**src/sv/assert_macros.svh**
```systemverilog
// ----------------------------------------------------------------------------
// assertion helpers for the byte pixel decoder
// ----------------------------------------------------------------------------
`ifndef ASSERT_MACROS_SVH
`define ASSERT_MACROS_SVH

// concurrent check on an explicit clock and active-low reset
`define ASSERT_CLK(lbl, clk_sig, rst_n_sig, prop, msg) \
	lbl: assert property (@(posedge clk_sig) disable iff (!rst_n_sig) (prop)) else $error(msg);

// concurrent check on the block clock and reset
`define VBPD_ASSERT(lbl, prop, msg) \
	`ASSERT_CLK(lbl, clk, arst_n, prop, msg)

`endif

```
**src/sv/vbpd_pkg.sv**
```systemverilog
// ----------------------------------------------------------------------------
// vbpd_pkg
// Shared types, color codes, palette and font table of the byte pixel decoder.
// ----------------------------------------------------------------------------
`default_nettype none

package vbpd_pkg;

	// register indexes of the configuration port
	localparam logic [2:0] REG_GRAPHICS_SELECT     = 3'd0;
	localparam logic [2:0] REG_GRAPHICS_MODE       = 3'd1;
	localparam logic [2:0] REG_COLOR_SET           = 3'd2;
	localparam logic [2:0] REG_SEMIGRAPHICS_SELECT = 3'd3;
	localparam logic [2:0] REG_SIX_BLOCK_SELECT    = 3'd4;
	localparam logic [2:0] REG_INVERT_TEXT         = 3'd5;

	localparam int unsigned CFG_WIDTH = 3;

	// default depth of the descriptor queue
	localparam int unsigned VBPD_QUEUE_DEPTH = 2;

	// line / 12 as (line * 171) >> 11, exact for 8-bit lines
	localparam logic [15:0] ROW_RECIP = 16'd171;
	localparam int unsigned ROW_SHIFT = 11;
	localparam logic [7:0]  ROWS_PER_CELL = 8'd12;

	// font rows that carry glyph data
	localparam logic [3:0] GLYPH_FIRST_ROW = 4'd3;
	localparam logic [3:0] GLYPH_LAST_ROW  = 4'd9;

	// last pixel counter value for single and doubled units
	localparam logic [3:0] LAST_SINGLE = 4'd7;
	localparam logic [3:0] LAST_DOUBLE = 4'd15;

	// color codes: 0..7 are the palette, then the fixed colors
	localparam logic [3:0] CODE_GREEN       = 4'd0;
	localparam logic [3:0] CODE_BUFF        = 4'd4;
	localparam logic [3:0] CODE_ORANGE      = 4'd7;
	localparam logic [3:0] CODE_BLACK       = 4'd8;
	localparam logic [3:0] CODE_DARK_GREEN  = 4'd9;
	localparam logic [3:0] CODE_DARK_ORANGE = 4'd10;

	typedef struct packed {
		logic [7:0] line;
		logic [7:0] video_byte;
	} vbpd_in_t;

	typedef struct packed {
		logic [23:0] pixel_rgb;
		logic        last_pixel;
	} vbpd_out_t;

	typedef struct packed {
		logic       graphics_select;
		logic [2:0] graphics_mode;
		logic       color_set;
		logic       semigraphics_select;
		logic       six_block_select;
		logic       invert_text;
	} vbpd_cfg_t;

	// one decoded byte: eight color units, left first, optionally doubled
	typedef struct packed {
		logic            dbl;
		logic [7:0][3:0] codes;
	} vbpd_desc_t;

	typedef struct packed {
		logic       valid;
		vbpd_desc_t desc;
	} vbpd_push_t;

	typedef struct packed {
		logic empty;
		logic full;
	} vbpd_qstat_t;

	typedef struct packed {
		logic busy;
	} vbpd_bstat_t;

	// color code to packed rgb, red in the low byte
	function automatic logic [23:0] code_rgb(input logic [3:0] code);
		logic [23:0] rgb;
		unique case (code)
			4'd0:             rgb = 24'h0EC219;
			4'd1:             rgb = 24'h0DC8CE;
			4'd2:             rgb = 24'hE91D02;
			4'd3:             rgb = 24'h091DCE;
			4'd4:             rgb = 24'hCDC8BC;
			4'd5:             rgb = 24'hCEBE14;
			4'd6:             rgb = 24'hCE34B9;
			4'd7:             rgb = 24'h0E29BA;
			CODE_DARK_GREEN:  rgb = 24'h002400;
			CODE_DARK_ORANGE: rgb = 24'h000E22;
			default:          rgb = 24'h111111;
		endcase
		return rgb;
	endfunction

	// font rows 3..9 of a glyph, row 3 in the top byte
	function automatic logic [6:0][7:0] glyph_word(input logic [5:0] idx);
		logic [55:0] w;
		unique case (idx)
			6'd0:  w = 56'h1C22021A2A2A1C;
			6'd1:  w = 56'h081422223E2222;
			6'd2:  w = 56'h3C12121C12123C;
			6'd3:  w = 56'h1C22202020221C;
			6'd4:  w = 56'h3C12121212123C;
			6'd5:  w = 56'h3E20203820203E;
			6'd6:  w = 56'h3E202038202020;
			6'd7:  w = 56'h1E20202622221E;
			6'd8:  w = 56'h2222223E222222;
			6'd9:  w = 56'h1C08080808081C;
			6'd10: w = 56'h0202020222221C;
			6'd11: w = 56'h22242830282422;
			6'd12: w = 56'h2020202020203E;
			6'd13: w = 56'h22362A2A222222;
			6'd14: w = 56'h22322A26222222;
			6'd15: w = 56'h3E22222222223E;
			6'd16: w = 56'h3C22223C202020;
			6'd17: w = 56'h1C2222222A241A;
			6'd18: w = 56'h3C22223C282422;
			6'd19: w = 56'h1C22100804221C;
			6'd20: w = 56'h3E080808080808;
			6'd21: w = 56'h2222222222221C;
			6'd22: w = 56'h22222214140808;
			6'd23: w = 56'h2222222A2A3622;
			6'd24: w = 56'h22221408142222;
			6'd25: w = 56'h22221408080808;
			6'd26: w = 56'h3E02040810203E;
			6'd27: w = 56'h38202020202038;
			6'd28: w = 56'h20201008040202;
			6'd29: w = 56'h0E02020202020E;
			6'd30: w = 56'h081C2A08080808;
			6'd31: w = 56'h0008103E100800;
			6'd32: w = 56'h00000000000000;
			6'd33: w = 56'h08080808080008;
			6'd34: w = 56'h14141400000000;
			6'd35: w = 56'h14143600361414;
			6'd36: w = 56'h081E201C023C08;
			6'd37: w = 56'h32320408102626;
			6'd38: w = 56'h102828102A241A;
			6'd39: w = 56'h18181800000000;
			6'd40: w = 56'h08102020201008;
			6'd41: w = 56'h08040202020408;
			6'd42: w = 56'h00081C3E1C0800;
			6'd43: w = 56'h0008083E080800;
			6'd44: w = 56'h00000030301020;
			6'd45: w = 56'h0000003E000000;
			6'd46: w = 56'h00000000003030;
			6'd47: w = 56'h02020408102020;
			6'd48: w = 56'h18242424242418;
			6'd49: w = 56'h0818080808081C;
			6'd50: w = 56'h1C22021C20203E;
			6'd51: w = 56'h1C22020402221C;
			6'd52: w = 56'h040C143E040404;
			6'd53: w = 56'h3E203C0202221C;
			6'd54: w = 56'h1C20203C22221C;
			6'd55: w = 56'h3E020408102020;
			6'd56: w = 56'h1C22221C22221C;
			6'd57: w = 56'h1C22221E02021C;
			6'd58: w = 56'h00181800181800;
			6'd59: w = 56'h18180018180810;
			6'd60: w = 56'h04081020100804;
			6'd61: w = 56'h00003E003E0000;
			6'd62: w = 56'h10080402040810;
			6'd63: w = 56'h18240408080008;
		endcase
		return w;
	endfunction

endpackage

`default_nettype wire

```
**src/sv/vbpd_front.sv**
```systemverilog
// ----------------------------------------------------------------------------
// vbpd_front
// Accepts a byte and its line, finds the cell row and classifies the byte
// into eight color units for the pixel back end.
// ----------------------------------------------------------------------------
`default_nettype none

module vbpd_front import vbpd_pkg::*; (
	input  wire logic        clk,
	input  wire logic        arst_n,
	input  wire logic        in_valid,
	output logic             in_stall,
	input  wire vbpd_in_t    in_data,
	input  wire vbpd_cfg_t   cfg,
	input  wire vbpd_qstat_t q_stat,
	output vbpd_push_t       push
);

	logic        valid_s1;
	logic [7:0]  line_s1;
	logic [7:0]  byte_s1;
	logic [4:0]  quot_s1;
	logic [15:0] recip_prod;
	logic        take;

	// front holds one transaction until the queue has room
	assign in_stall = valid_s1 && q_stat.full;
	assign take     = in_valid && !in_stall;

	// quotient of line by twelve
	assign recip_prod = {8'd0, in_data.line} * ROW_RECIP;

	// stage 1 registers
	always_ff @(posedge clk or negedge arst_n) begin
		if (!arst_n) begin
			valid_s1 <= 1'b0;
		end else if (take) begin
			valid_s1 <= 1'b1;
		end else if (!q_stat.full) begin
			valid_s1 <= 1'b0;
		end
	end

	always_ff @(posedge clk) begin
		if (take) begin
			line_s1 <= in_data.line;
			byte_s1 <= in_data.video_byte;
			quot_s1 <= recip_prod[ROW_SHIFT +: 5];
		end
	end

	// cell row from the registered quotient
	logic [7:0] rem_full;
	logic [3:0] row;
	assign rem_full = line_s1 - ({3'd0, quot_s1} * ROWS_PER_CELL);
	assign row      = rem_full[3:0];

	// font row for text mode
	logic [6:0][7:0] glyph;
	logic [3:0]      grow_full;
	logic [2:0]      grow;
	logic            in_glyph;
	logic [7:0]      font_bits;
	assign glyph     = glyph_word(byte_s1[5:0]);
	assign grow_full = row - GLYPH_FIRST_ROW;
	assign grow      = grow_full[2:0];
	assign in_glyph  = (row >= GLYPH_FIRST_ROW) && (row <= GLYPH_LAST_ROW);
	assign font_bits = (in_glyph ? glyph[3'd6 - grow] : 8'd0) ^ {8{cfg.invert_text}};

	// semigraphics block bits for this row
	logic [1:0] blk_bits;
	logic [3:0] blk_fg;
	always_comb begin
		if (cfg.six_block_select) begin
			blk_fg = {cfg.color_set, byte_s1[7:6]};
			unique case (row[3:2])
				2'd0:    blk_bits = byte_s1[5:4];
				2'd1:    blk_bits = byte_s1[3:2];
				default: blk_bits = byte_s1[1:0];
			endcase
		end else begin
			blk_fg   = {1'b0, byte_s1[6:4]};
			blk_bits = (row >= 4'd6) ? byte_s1[1:0] : byte_s1[3:2];
		end
	end

	// classify into eight units, unit 0 leftmost
	vbpd_desc_t desc;
	always_comb begin
		desc = '0;
		for (int i = 0; i < 8; i++) begin
			if (cfg.graphics_select) begin
				if (cfg.graphics_mode[0]) begin
					desc.codes[i] = byte_s1[7 - i] ?
						(cfg.color_set ? CODE_BUFF : CODE_GREEN) : CODE_BLACK;
				end else begin
					desc.codes[i] = {1'b0, cfg.color_set, byte_s1[7 - 2 * (i / 2) -: 2]};
				end
			end else if (cfg.semigraphics_select) begin
				desc.codes[i] = blk_bits[(i < 4) ? 1 : 0] ? blk_fg : CODE_BLACK;
			end else begin
				desc.codes[i] = font_bits[7 - i] ?
					(cfg.color_set ? CODE_ORANGE : CODE_GREEN) :
					(cfg.color_set ? CODE_DARK_ORANGE : CODE_DARK_GREEN);
			end
		end
		// sixteen-pixel runs double every unit
		if (cfg.graphics_select) begin
			if (cfg.graphics_mode[0]) begin
				desc.dbl = !(cfg.graphics_mode[2] && cfg.graphics_mode[1]);
			end else begin
				desc.dbl = (cfg.graphics_mode[2:1] == 2'd0);
			end
		end
	end

	assign push.valid = valid_s1;
	assign push.desc  = desc;

endmodule

`default_nettype wire

```
**src/sv/vbpd_queue.sv**
```systemverilog
// ----------------------------------------------------------------------------
// vbpd_queue
// Short descriptor queue between the classifying front and the pixel back end.
// ----------------------------------------------------------------------------
`default_nettype none

module vbpd_queue import vbpd_pkg::*; #(
	parameter int unsigned DEPTH = VBPD_QUEUE_DEPTH
) (
	input  wire logic       clk,
	input  wire logic       arst_n,
	input  wire vbpd_push_t push,
	input  wire logic       pop,
	output vbpd_desc_t      pop_data,
	output vbpd_qstat_t     q_stat
);

	localparam int unsigned PW = (DEPTH > 1) ? $clog2(DEPTH) : 1;
	localparam int unsigned CW = $clog2(DEPTH + 1);

	vbpd_desc_t    entry_q [DEPTH];
	logic [PW-1:0] wr_ptr_q;
	logic [PW-1:0] rd_ptr_q;
	logic [CW-1:0] count_q;
	logic          do_push;
	logic          do_pop;

	assign q_stat.empty = (count_q == '0);
	assign q_stat.full  = (count_q == CW'(DEPTH));
	assign do_push      = push.valid && !q_stat.full;
	assign do_pop       = pop && !q_stat.empty;
	assign pop_data     = entry_q[rd_ptr_q];

	// pointers and fill count
	always_ff @(posedge clk or negedge arst_n) begin
		if (!arst_n) begin
			wr_ptr_q <= '0;
			rd_ptr_q <= '0;
			count_q  <= '0;
		end else begin
			if (do_push) begin
				wr_ptr_q <= (wr_ptr_q == PW'(DEPTH - 1)) ? '0 : wr_ptr_q + 1'b1;
			end
			if (do_pop) begin
				rd_ptr_q <= (rd_ptr_q == PW'(DEPTH - 1)) ? '0 : rd_ptr_q + 1'b1;
			end
			if (do_push && !do_pop) begin
				count_q <= count_q + 1'b1;
			end else if (do_pop && !do_push) begin
				count_q <= count_q - 1'b1;
			end
		end
	end

	// entry storage
	always_ff @(posedge clk) begin
		if (do_push) begin
			entry_q[wr_ptr_q] <= push.desc;
		end
	end

endmodule

`default_nettype wire

```
**src/sv/vbpd_back.sv**
```systemverilog
// ----------------------------------------------------------------------------
// vbpd_back
// Walks one descriptor a pixel per unstalled cycle into the registered output.
// ----------------------------------------------------------------------------
`default_nettype none

module vbpd_back import vbpd_pkg::*; (
	input  wire logic        clk,
	input  wire logic        arst_n,
	input  wire vbpd_qstat_t q_stat,
	input  wire vbpd_desc_t  pop_data,
	output logic             pop,
	output logic             out_valid,
	input  wire logic        out_stall,
	output vbpd_out_t        out_data,
	output vbpd_bstat_t      b_stat
);

	vbpd_desc_t desc_q;
	logic       busy_q;
	logic [3:0] cnt_q;
	logic       out_valid_q;
	vbpd_out_t  out_data_q;

	logic       adv;
	logic       last;
	logic       fin;
	logic [2:0] unit;

	// one pixel per cycle while the output register can take it
	assign adv  = busy_q && (!out_valid_q || !out_stall);
	assign last = desc_q.dbl ? (cnt_q == LAST_DOUBLE) : (cnt_q == LAST_SINGLE);
	assign fin  = adv && last;
	assign unit = desc_q.dbl ? cnt_q[3:1] : cnt_q[2:0];
	assign pop  = (!busy_q || fin) && !q_stat.empty;

	// descriptor and pixel counter
	always_ff @(posedge clk or negedge arst_n) begin
		if (!arst_n) begin
			busy_q <= 1'b0;
			cnt_q  <= '0;
		end else if (pop) begin
			busy_q <= 1'b1;
			cnt_q  <= '0;
		end else if (fin) begin
			busy_q <= 1'b0;
		end else if (adv) begin
			cnt_q <= cnt_q + 1'b1;
		end
	end

	always_ff @(posedge clk) begin
		if (pop) begin
			desc_q <= pop_data;
		end
	end

	// output register
	always_ff @(posedge clk or negedge arst_n) begin
		if (!arst_n) begin
			out_valid_q <= 1'b0;
		end else if (adv) begin
			out_valid_q <= 1'b1;
		end else if (!out_stall) begin
			out_valid_q <= 1'b0;
		end
	end

	always_ff @(posedge clk) begin
		if (adv) begin
			out_data_q.pixel_rgb  <= code_rgb(desc_q.codes[unit]);
			out_data_q.last_pixel <= last;
		end
	end

	assign out_valid   = out_valid_q;
	assign out_data    = out_data_q;
	assign b_stat.busy = busy_q;

endmodule

`default_nettype wire

```
**src/sv/video_byte_pixel_decoder_unit.sv**
```systemverilog
// ----------------------------------------------------------------------------
// video_byte_pixel_decoder_unit
// Turns one video-memory byte into a run of 8 or 16 RGB pixels.
// ----------------------------------------------------------------------------
// The back end emits one pixel per cycle from its pixel counter unless the
// output stalls; the next byte's pixels follow with no gap when its
// descriptor is already queued. An accepted byte passes the stage 1 register,
// the queue write, the descriptor load in the back end and the output
// register before its first pixel appears. Bytes keep being taken while the
// back end is busy until the queue is full and the front holds a byte too.
// The user must write mode registers through cfg_we/cfg_index/cfg_wdata only
// while the block is idle; the block itself does not enforce this.
`default_nettype none

`include "assert_macros.svh"

module video_byte_pixel_decoder_unit import vbpd_pkg::*; #(
	parameter int unsigned QUEUE_DEPTH = VBPD_QUEUE_DEPTH
) (
	input  wire logic                 clk,
	input  wire logic                 arst_n,
	input  wire logic                 in_valid,
	output logic                      in_stall,
	input  wire vbpd_in_t             in_data,
	output logic                      out_valid,
	input  wire logic                 out_stall,
	output vbpd_out_t                 out_data,
	input  wire logic                 cfg_we,
	input  wire logic [2:0]           cfg_index,
	input  wire logic [CFG_WIDTH-1:0] cfg_wdata
);

	vbpd_cfg_t   cfg_q;
	vbpd_push_t  push;
	vbpd_qstat_t q_stat;
	vbpd_desc_t  pop_data;
	vbpd_bstat_t b_stat;
	logic        pop;

	// mode registers
	always_ff @(posedge clk or negedge arst_n) begin
		if (!arst_n) begin
			cfg_q <= '0;
		end else if (cfg_we) begin
			unique case (cfg_index)
				REG_GRAPHICS_SELECT:     cfg_q.graphics_select     <= cfg_wdata[0];
				REG_GRAPHICS_MODE:       cfg_q.graphics_mode       <= cfg_wdata[2:0];
				REG_COLOR_SET:           cfg_q.color_set           <= cfg_wdata[0];
				REG_SEMIGRAPHICS_SELECT: cfg_q.semigraphics_select <= cfg_wdata[0];
				REG_SIX_BLOCK_SELECT:    cfg_q.six_block_select    <= cfg_wdata[0];
				REG_INVERT_TEXT:         cfg_q.invert_text         <= cfg_wdata[0];
				default:                 cfg_q                     <= cfg_q;
			endcase
		end
	end

	vbpd_front u_front (
		.clk      (clk),
		.arst_n   (arst_n),
		.in_valid (in_valid),
		.in_stall (in_stall),
		.in_data  (in_data),
		.cfg      (cfg_q),
		.q_stat   (q_stat),
		.push     (push)
	);

	vbpd_queue #(
		.DEPTH (QUEUE_DEPTH)
	) u_queue (
		.clk      (clk),
		.arst_n   (arst_n),
		.push     (push),
		.pop      (pop),
		.pop_data (pop_data),
		.q_stat   (q_stat)
	);

	vbpd_back u_back (
		.clk       (clk),
		.arst_n    (arst_n),
		.q_stat    (q_stat),
		.pop_data  (pop_data),
		.pop       (pop),
		.out_valid (out_valid),
		.out_stall (out_stall),
		.out_data  (out_data),
		.b_stat    (b_stat)
	);

	// queue never reports empty and full together
	`VBPD_ASSERT(a_queue_flags, !(q_stat.empty && q_stat.full), "queue empty and full at once")
	// back end only pops a filled queue
	`VBPD_ASSERT(a_pop_nonempty, pop |-> !q_stat.empty, "pop from empty queue")
	// a pixel that is not the last leaves while its byte is still being walked
	`VBPD_ASSERT(a_busy_mid_run, out_valid && !out_stall && !out_data.last_pixel |-> b_stat.busy,
		"non-last pixel taken with back end idle")

endmodule

`default_nettype wire

```
**config.mk**
```make
export PLATFORM = sky130hd
export DESIGN_NAME = video_byte_pixel_decoder_unit
export DESIGN_NICKNAME = d
export VERILOG_FILES = /design/src/sv/vbpd_pkg.sv /design/src/sv/vbpd_front.sv /design/src/sv/vbpd_queue.sv /design/src/sv/vbpd_back.sv /design/src/sv/video_byte_pixel_decoder_unit.sv
export VERILOG_INCLUDE_DIRS = /design/src /design/src/sv
export SDC_FILE = /design/constraint.sdc
export NUM_CORES = 1
export LEC_CHECK = 0
export BUFFER_PORTS_ARGS = -buffer_cell sky130_fd_sc_hd__buf_2
export CAP_MARGIN = 15
export CORE_ASPECT_RATIO = 1.75
export CORE_MARGIN = 3
export CORE_UTILIZATION = 24
export DETAILED_ROUTE_END_ITERATION = 7
export MAX_ROUTING_LAYER = met4
export PLACE_DENSITY_LB_ADDON = 0.2
export SYNTH_ARGS = -nofsm -noshare
export SYNTH_HDL_FRONTEND = slang
export SYNTH_SLANG_ARGS = --single-unit
```
**constraint.sdc**
```tcl
create_clock -name clk -period 3.7 [get_ports clk]
set_input_delay 1.11 -clock clk [delete_from_list [all_inputs] [get_ports clk]]
set_output_delay 1.11 -clock clk [all_outputs]
set_load 0.03 [all_outputs]
```
==> results.toml, run 1 <==
[status]
outcome = "complete, but fails checks"
violations = "setup timing"

[die]
dieHeight_um = 296
fp.dieW_um = 172
core.rowCount = 105
ioPinCount = 54
start_util_pct = 24.4
fp.coreArea_um2 = 47200
die_area_um2 = 50700

[setup_path]
r2r-end = "u_front.glyph[37]"
r2r_setup_slack_ns = 0.46
cp.arrival_ns = 4.01
critPathRequiredTime_ns = 3.90
crit_fanout = 2
reg2reg_from = "u_queue.count_q[0]"
worstSetupEndpointType = "register"
worstRegToRegCells = 10
worstSetupPathType = "input pin to register"
startpoint_type = "input pin"

[sta]
relSlewSlack_pct = 28.8
max_freq_mhz = 262
finalWorstSetupSlack_ns = -0.114
tightest_slew_ns = 1.07
hold_viol_final = 0
fin_crit_sh_pct = 103
fin_crit_ns = 3.81
finalSetupViolCount = 2
finClkSkew_ns = 0.0159
finalMaxSlewViolations = 0
rsz0062_at_grt = "true"

[cts]
clk_pin_slew_ns = 0.08
cts_hold_buf = 0
cts.sinks = 176
clockRootBuffer = "clkbuf_16"
cts_buffers = 17
clk_path_buf_depth = 2
worstSkewPairLatency_ns = 0.44
postCtsSetupBuffers = 0
htreeDepth = 4
cts_tree = "built"

[global_route]
grt_pass1_vias = 10100
grt_max_degree = 39
grt_overflow = 0
track_usage_pct = 17.7
grt_pass1_wl_um = 64300
antenna_found_initial = 0

[drt]
drc = 0
vias = 9813
routed_wl_um = 43500
wl_per_cell_um = 23.4
drtIter0Drc = 712
firstDrtPassIters = 5
viasPerCell = 5.26
ant_nets = 0

[worst_hold_path]
min_path_type = "register to register"
hold_depth = 1
min_to = "u_back.out_valid"
min_from = "u_back.b_stat"

[final_layout]
final_cell_mix = "145 x buf_4, 122 x edfxtp_1, 80 x nand2_1"
layout.area.seq_um2 = 4840
fillCellCount = 4848
area_growth_pct = 20.9
fin_nets = 1360
multiInputGateArea_um2 = 6070
stdcell_area_um2 = 13900
drive_gt1_share_pct = 24.9
layout_commonest_cell = "buf_4"

[synth]
synth_top_family_by_area = "compound AO/OA/AOI/OAI gates"
synthAdderAreaFrac_pct = 8.52
ys_seq_elements = 176
synth_cells = 1126
postSynthAreaPerCell_um2 = 10.2
synthFlopType = "edfxtp_1"
synth-simple-area-share_pct = 12.1
syn_area_um2 = 11500
syn_nets = 1224
synth-compound-area-share_pct = 21.6
synth_edf_count = 122
synth.area.mux_share_pct = 8.00
synth_xor_area_share_pct = 2.24
ys_warn_count = 0
synth_cell_type_count = 90
synth_seq_area_share_pct = 42.0
async_flop_share_pct = 10.8

[placed_design]
portBuffers = 53
gp_congestion = 0.934
dpl.hpwl_um = 33900
place_area_um2 = 13300

[power_and_ir_drop]
p_per_area_nw_per_um2 = 827
peakVddDrop_mv = 0.390
p_total_mw = 11.5
p_leak_nw = 5.50

[job]
max-cap-violations = 0
cell usage after synthesis, drive strengths merged (14+ instances only):
cell type	n	area share (%)
ha	60	6.5
o21ai	76	3.5
nor3	19	1.0
a211oi	14	1.0
nor2b	16	0.87
xnor2	20	1.6
dfrtp	19	4.1
mux2i	29	2.5
mux2	42	4.1
nand2	82	2.7
inv	60	2.0
nand3	38	1.7
clkbuf	44	1.4
buf	42	2.1
dfxtp	35	6.1
o211ai	24	1.6
edfxtp	122	32
o31a	18	1.4
o221ai	14	1.1
nor2	65	2.3
a21oi	70	3.1
area by class of cell:
cell class / instances / area share [%]
Antenna cell: 1 / 0.0180
Clock buffer: 20 / 3.29
Clock inverter: 12 / 0.809
Inverter: 60 / 1.65
Multi-Input combinational cell: 804 / 43.6
Sequential cell: 176 / 34.8
Tap cell: 588 / 5.28
Timing Repair Buffer: 203 / 10.6
worst max-delay path, stage by stage:
cell	delay (ns)
buf_8	0.10
ha_4	0.23
fa_1	0.51
fa_1	0.52
inv_2	0.04
fa_1	0.47
inv_1	0.04
ha_1	0.27
o21a_1	0.17
o21a_1	0.21
buf_4	0.14
o22ai_2	0.14
xnor2_1	0.08
report_power, final:
group | switching (mW) | internal, mW | leakage [nW] | total [mW]
Clock | 0.833 | 0.925 | 0.273 | 1.76
Combinational | 3.84 | 2.48 | 3.55 | 6.33
Sequential | 0.349 | 3.08 | 1.67 | 3.43
Total | 5.02 | 6.49 | 5.50 | 11.5
what timing repair did:
item	in CTS	in global routing
gates resized for setup	4	4
endpoints found under the hold margin	0	0
endpoints found under the setup margin	2	2
pin swaps	7	5
stage by stage:
step | hold WS (ns) | worst slack (ns) | utilization [%] | std cells | TNS [ns]
final | 0.484 | -0.114 | 29.5 | 1864 | -0.207
after global routing | 0.517 | -0.243 | 29.5 | 1863 | -0.483
after floorplan | 0.442 | -0.446 | - | 1126 | -0.749
after global placement | 0.460 | -0.758 | 28.2 | 1831 | -1.46
after detailed placement | 0.463 | -0.728 | 28.2 | 1831 | -1.42
after CTS | 0.486 | -0.122 | 29.5 | 1863 | -0.227
worst max path at each step:
stage	start	endpoint	slack, ns	cells after the start
2_1_floorplan	in_data[9]	u_front.quot_s1[1]	-0.45	13
3_3_place_gp	in_data[9]	u_front.quot_s1[1]	-0.76	14
3_5_place_dp	in_data[9]	u_front.quot_s1[1]	-0.73	14
4_1_cts	in_data[9]	u_front.quot_s1[0]	-0.12	13
5_1_grt	in_data[9]	u_front.quot_s1[1]	-0.24	14
6_report	in_data[9]	u_front.quot_s1[0]	-0.11	13
kinds of logic after synthesis:
logic type      count (synthesis)
xor+xnor                       27
fa+ha+maj                      72
buf+inv                       146
simple gates                  277
compound gates                350
mux                            78
flops                         176
metal layers:
metal / up-vias / wire length (um) / part of all wire (%) / global-route usage (%)
met1: 4716 / 14200 / 33 / 15.8
met5: - / 0 / 0 / -
met4: 0 / 3670 / 8.4 / 12.2
li1: 4538 / - / - / -
met3: 190 / 1670 / 3.8 / 2.19
met2: 369 / 24000 / 55 / 33.7
registers in the layout (all words and copies together) (netlist names), 2 cells and up:
name	count
u_queue.count_q	2
u_back.desc_q	28
u_back.cnt_q	4
u_front.quot_s1	2
u_front.byte_s1	8
u_front.glyph	35
u_back.out_data	24
u_front.line_s1	4
u_queue.entry_q	56
cfg_q	8
Power figures use the tool's default switching activity.
==> inputs of run 2 (changes only) <==
Settings changed: PLACE_DENSITY set to 0.47, PLACE_DENSITY_LB_ADDON 0.2 to unset.
Clock period 3.7 ns to 4.9 ns, I/O delays scaled along.
==> run 2 against run 1 <==
  * The run now ends clean
  * Critical path depth increased by 1
  * Sequential power shrank 25%
  * Die area is the same
  * Worst hold slack got worse by 0.0099 ns
  * Clock skew about the same
  * Final area decreased by 5.1%
  * Register-to-register slack improved by 0.83 ns
  * Sequential share of layout area grew 1.9 points
  * Final cell count is 4.5% lower
==> results.toml, run 2 (synthesized netlist as in run 1, its figures left out) <==
[status]
outcome = "finished, final reports clean"

[power_and_ir_drop]
comb_power_share_pct = 52.5
p_sw_mw = 3.64
p_per_area_nw_per_um2 = 625
seqPwrFrac_pct = 31.3
switching_share_pct = 44.1
internal-power_mw = 4.62
p_leak_nw = 5.07
peakVddDrop_mv = 0.242
power_frac_clock_pct = 16.2

[sta]
max_freq_mhz = 230
finalMaxSlewViolations = 0
fin_crit_ns = 4.35
tightest_slew_ns = 1.14
finClkSkew_ns = 0.0157
rsz0062_at_grt = "false"
hold_viol_final = 0
finalSetupViolCount = 0
relSlewSlack_pct = 23.2
fin_crit_sh_pct = 88.8
final.setup.tns_ns = 0

[drt]
firstDrtPassIters = 5
viasPerCell = 5.30
vias = 9442
drc = 0
ant_nets = 0
drtIter0Drc = 681
routed_wl_um = 39900
wl_per_cell_um = 22.4

[job]
max-cap-violations = 0

[setup_path]
reg2reg_from = "u_back.desc_q[32]"
worstSetupEndpointType = "register"
worstSetupPathType = "input pin to register"
critPathRequiredTime_ns = 5.10
crit_top_cell = "fa_1"
startpoint_type = "input pin"
cp.arrival_ns = 4.55
r2r-end = "u_back.out_data[17]"
crit_path_cell_trace = "buf_2 > ha_1 > fa_1 > fa_1 > inv_1 > fa_1 > inv_1 > ha_1 > o21a_1 > o21a_1 > nor3_1 > nor2_1 > o31ai_1 > xnor2_1"
critPathLaunch = "in_data[9]"
timing.critical_path.slowest_stage_cell = "fa_1"
worstRegToRegCells = 8
crit_path_max_incr_delay_ns = 0.52
r2r_setup_slack_ns = 1.29
crit_fanout = 2

[cts]
cts_hold_buf = 0
postCtsSetupBuffers = 0
clockRootBuffer = "clkbuf_16"
cts_tree = "built"
clk_pin_slew_ns = 0.08
cts.sinks = 176
clk_path_buf_depth = 2
htreeDepth = 4
cts_resized = 0
cts_buffers = 17
worstSkewPairLatency_ns = 0.44

[die]
fp.dieW_um = 172
fp.coreArea_um2 = 47200
start_util_pct = 24.4
dieHeight_um = 296
die_area_um2 = 50700
ioPinCount = 54
core.rowCount = 105

[global_route]
grt_overflow = 0
grt_max_degree = 50
grt_pass1_vias = 9724
grt_pass1_wl_um = 60800
antenna_found_initial = 0
track_usage_pct = 16.4

[worst_hold_path]
min_to = "u_back.out_valid"
min_path_type = "register to register"
hold_depth = 1
min_from = "u_back.b_stat"

[placed_design]
gp_congestion = 0.987
portBuffers = 53
place_area_um2 = 12600
dpl.hpwl_um = 30700

[final_layout]
layout.area.seq_um2 = 4840
n_antenna_cell = 0
top_register = "u_queue.entry_q"
fin_nets = 1277
largest_register_ffs = 56
fillCellCount = 4968
final_cell_mix = "122 x edfxtp_1, 80 x nand2_1, 69 x o21ai_0, 69 x a21oi_1, 66 x buf_4"
drive_gt1_share_pct = 19.3
layout_commonest_cell = "edfxtp_1"
multiInputGateArea_um2 = 6050
area_growth_pct = 14.7
stdcell_area_um2 = 13200
==> run 2: cell types whose count changed in the layout (fill, tap and decap cells not counted), moves of 2 or more <==
cell    delta
inv_8      +3
buf_12     -4
buf_4     -79
inv_6      -3
buf_2      +2
==> run 2: critical path, delay by kind of cell <==
| kind | cells | cell delay [ns] |
|---|---|---|
| compound gates | 3 | 0.43 |
| xor+xnor | 1 | 0.10 |
| fa+ha+maj | 5 | 2.14 |
| buf+inv | 3 | 0.20 |
| simple gates | 2 | 0.20 |
==> run 2: layout make-up <==
type / count / share of cell area (%)
multi-input cells: 804 / 45.8
flip-flops and latches: 176 / 36.6
repair buffers: 120 / 5.91
well taps: 588 / 5.57
clock buffers: 18 / 3.25
inverters: 60 / 1.74
clock inverters: 14 / 1.06
==> run 2: worst max-delay path by stage <==
| stage | endpoint | slack [ns] | cells past startpoint |
|---|---|---|---|
| after CTS | u_front.quot_s1[1] | 0.56 | 14 |
| after global routing | u_front.quot_s1[1] | 0.37 | 14 |
| after floorplan | u_front.quot_s1[1] | 0.32 | 13 |
| final | u_front.quot_s1[1] | 0.55 | 14 |
| after detailed placement | u_front.quot_s1[1] | 0.07 | 14 |
| after global placement | u_front.quot_s1[1] | 0.03 | 14 |
==> run 2: per-layer routing <==
| layer | up-vias | global-route usage, % | part of all wire (%) |
|---|---|---|---|
| li1 | 4360 | - | - |
| met1 | 4577 | 15.3 | 33 |
| met2 | 360 | 29.6 | 54 |
| met3 | 145 | 2.55 | 4.1 |
| met4 | 0 | 12.8 | 9.1 |
| met5 | - | - | 0 |
==> run 2: per-stage QoR <==
step	hold slack, ns	setup slack (ns)	power, mW	utilization (%)	std cells
final	0.475	0.547	8.26	28.0	1780
after global routing	0.521	0.375	8.80	28.0	1780
after CTS	0.483	0.558	8.31	28.0	1780
after detailed placement	0.469	0.0739	6.94	26.8	1748
after global placement	0.472	0.0338	6.93	26.8	1748
after floorplan	0.442	0.321	5.50	-	1126
==> run 2: power by group through the flow <==
stage	clock network, mW	registers, mW	logic (mW)
global route	1.43	2.65	4.72
detailed placement	0	2.62	4.31
floorplan	0	2.69	2.81
global placement	0	2.61	4.33
CTS	1.38	2.59	4.34
finish	1.34	2.58	4.33
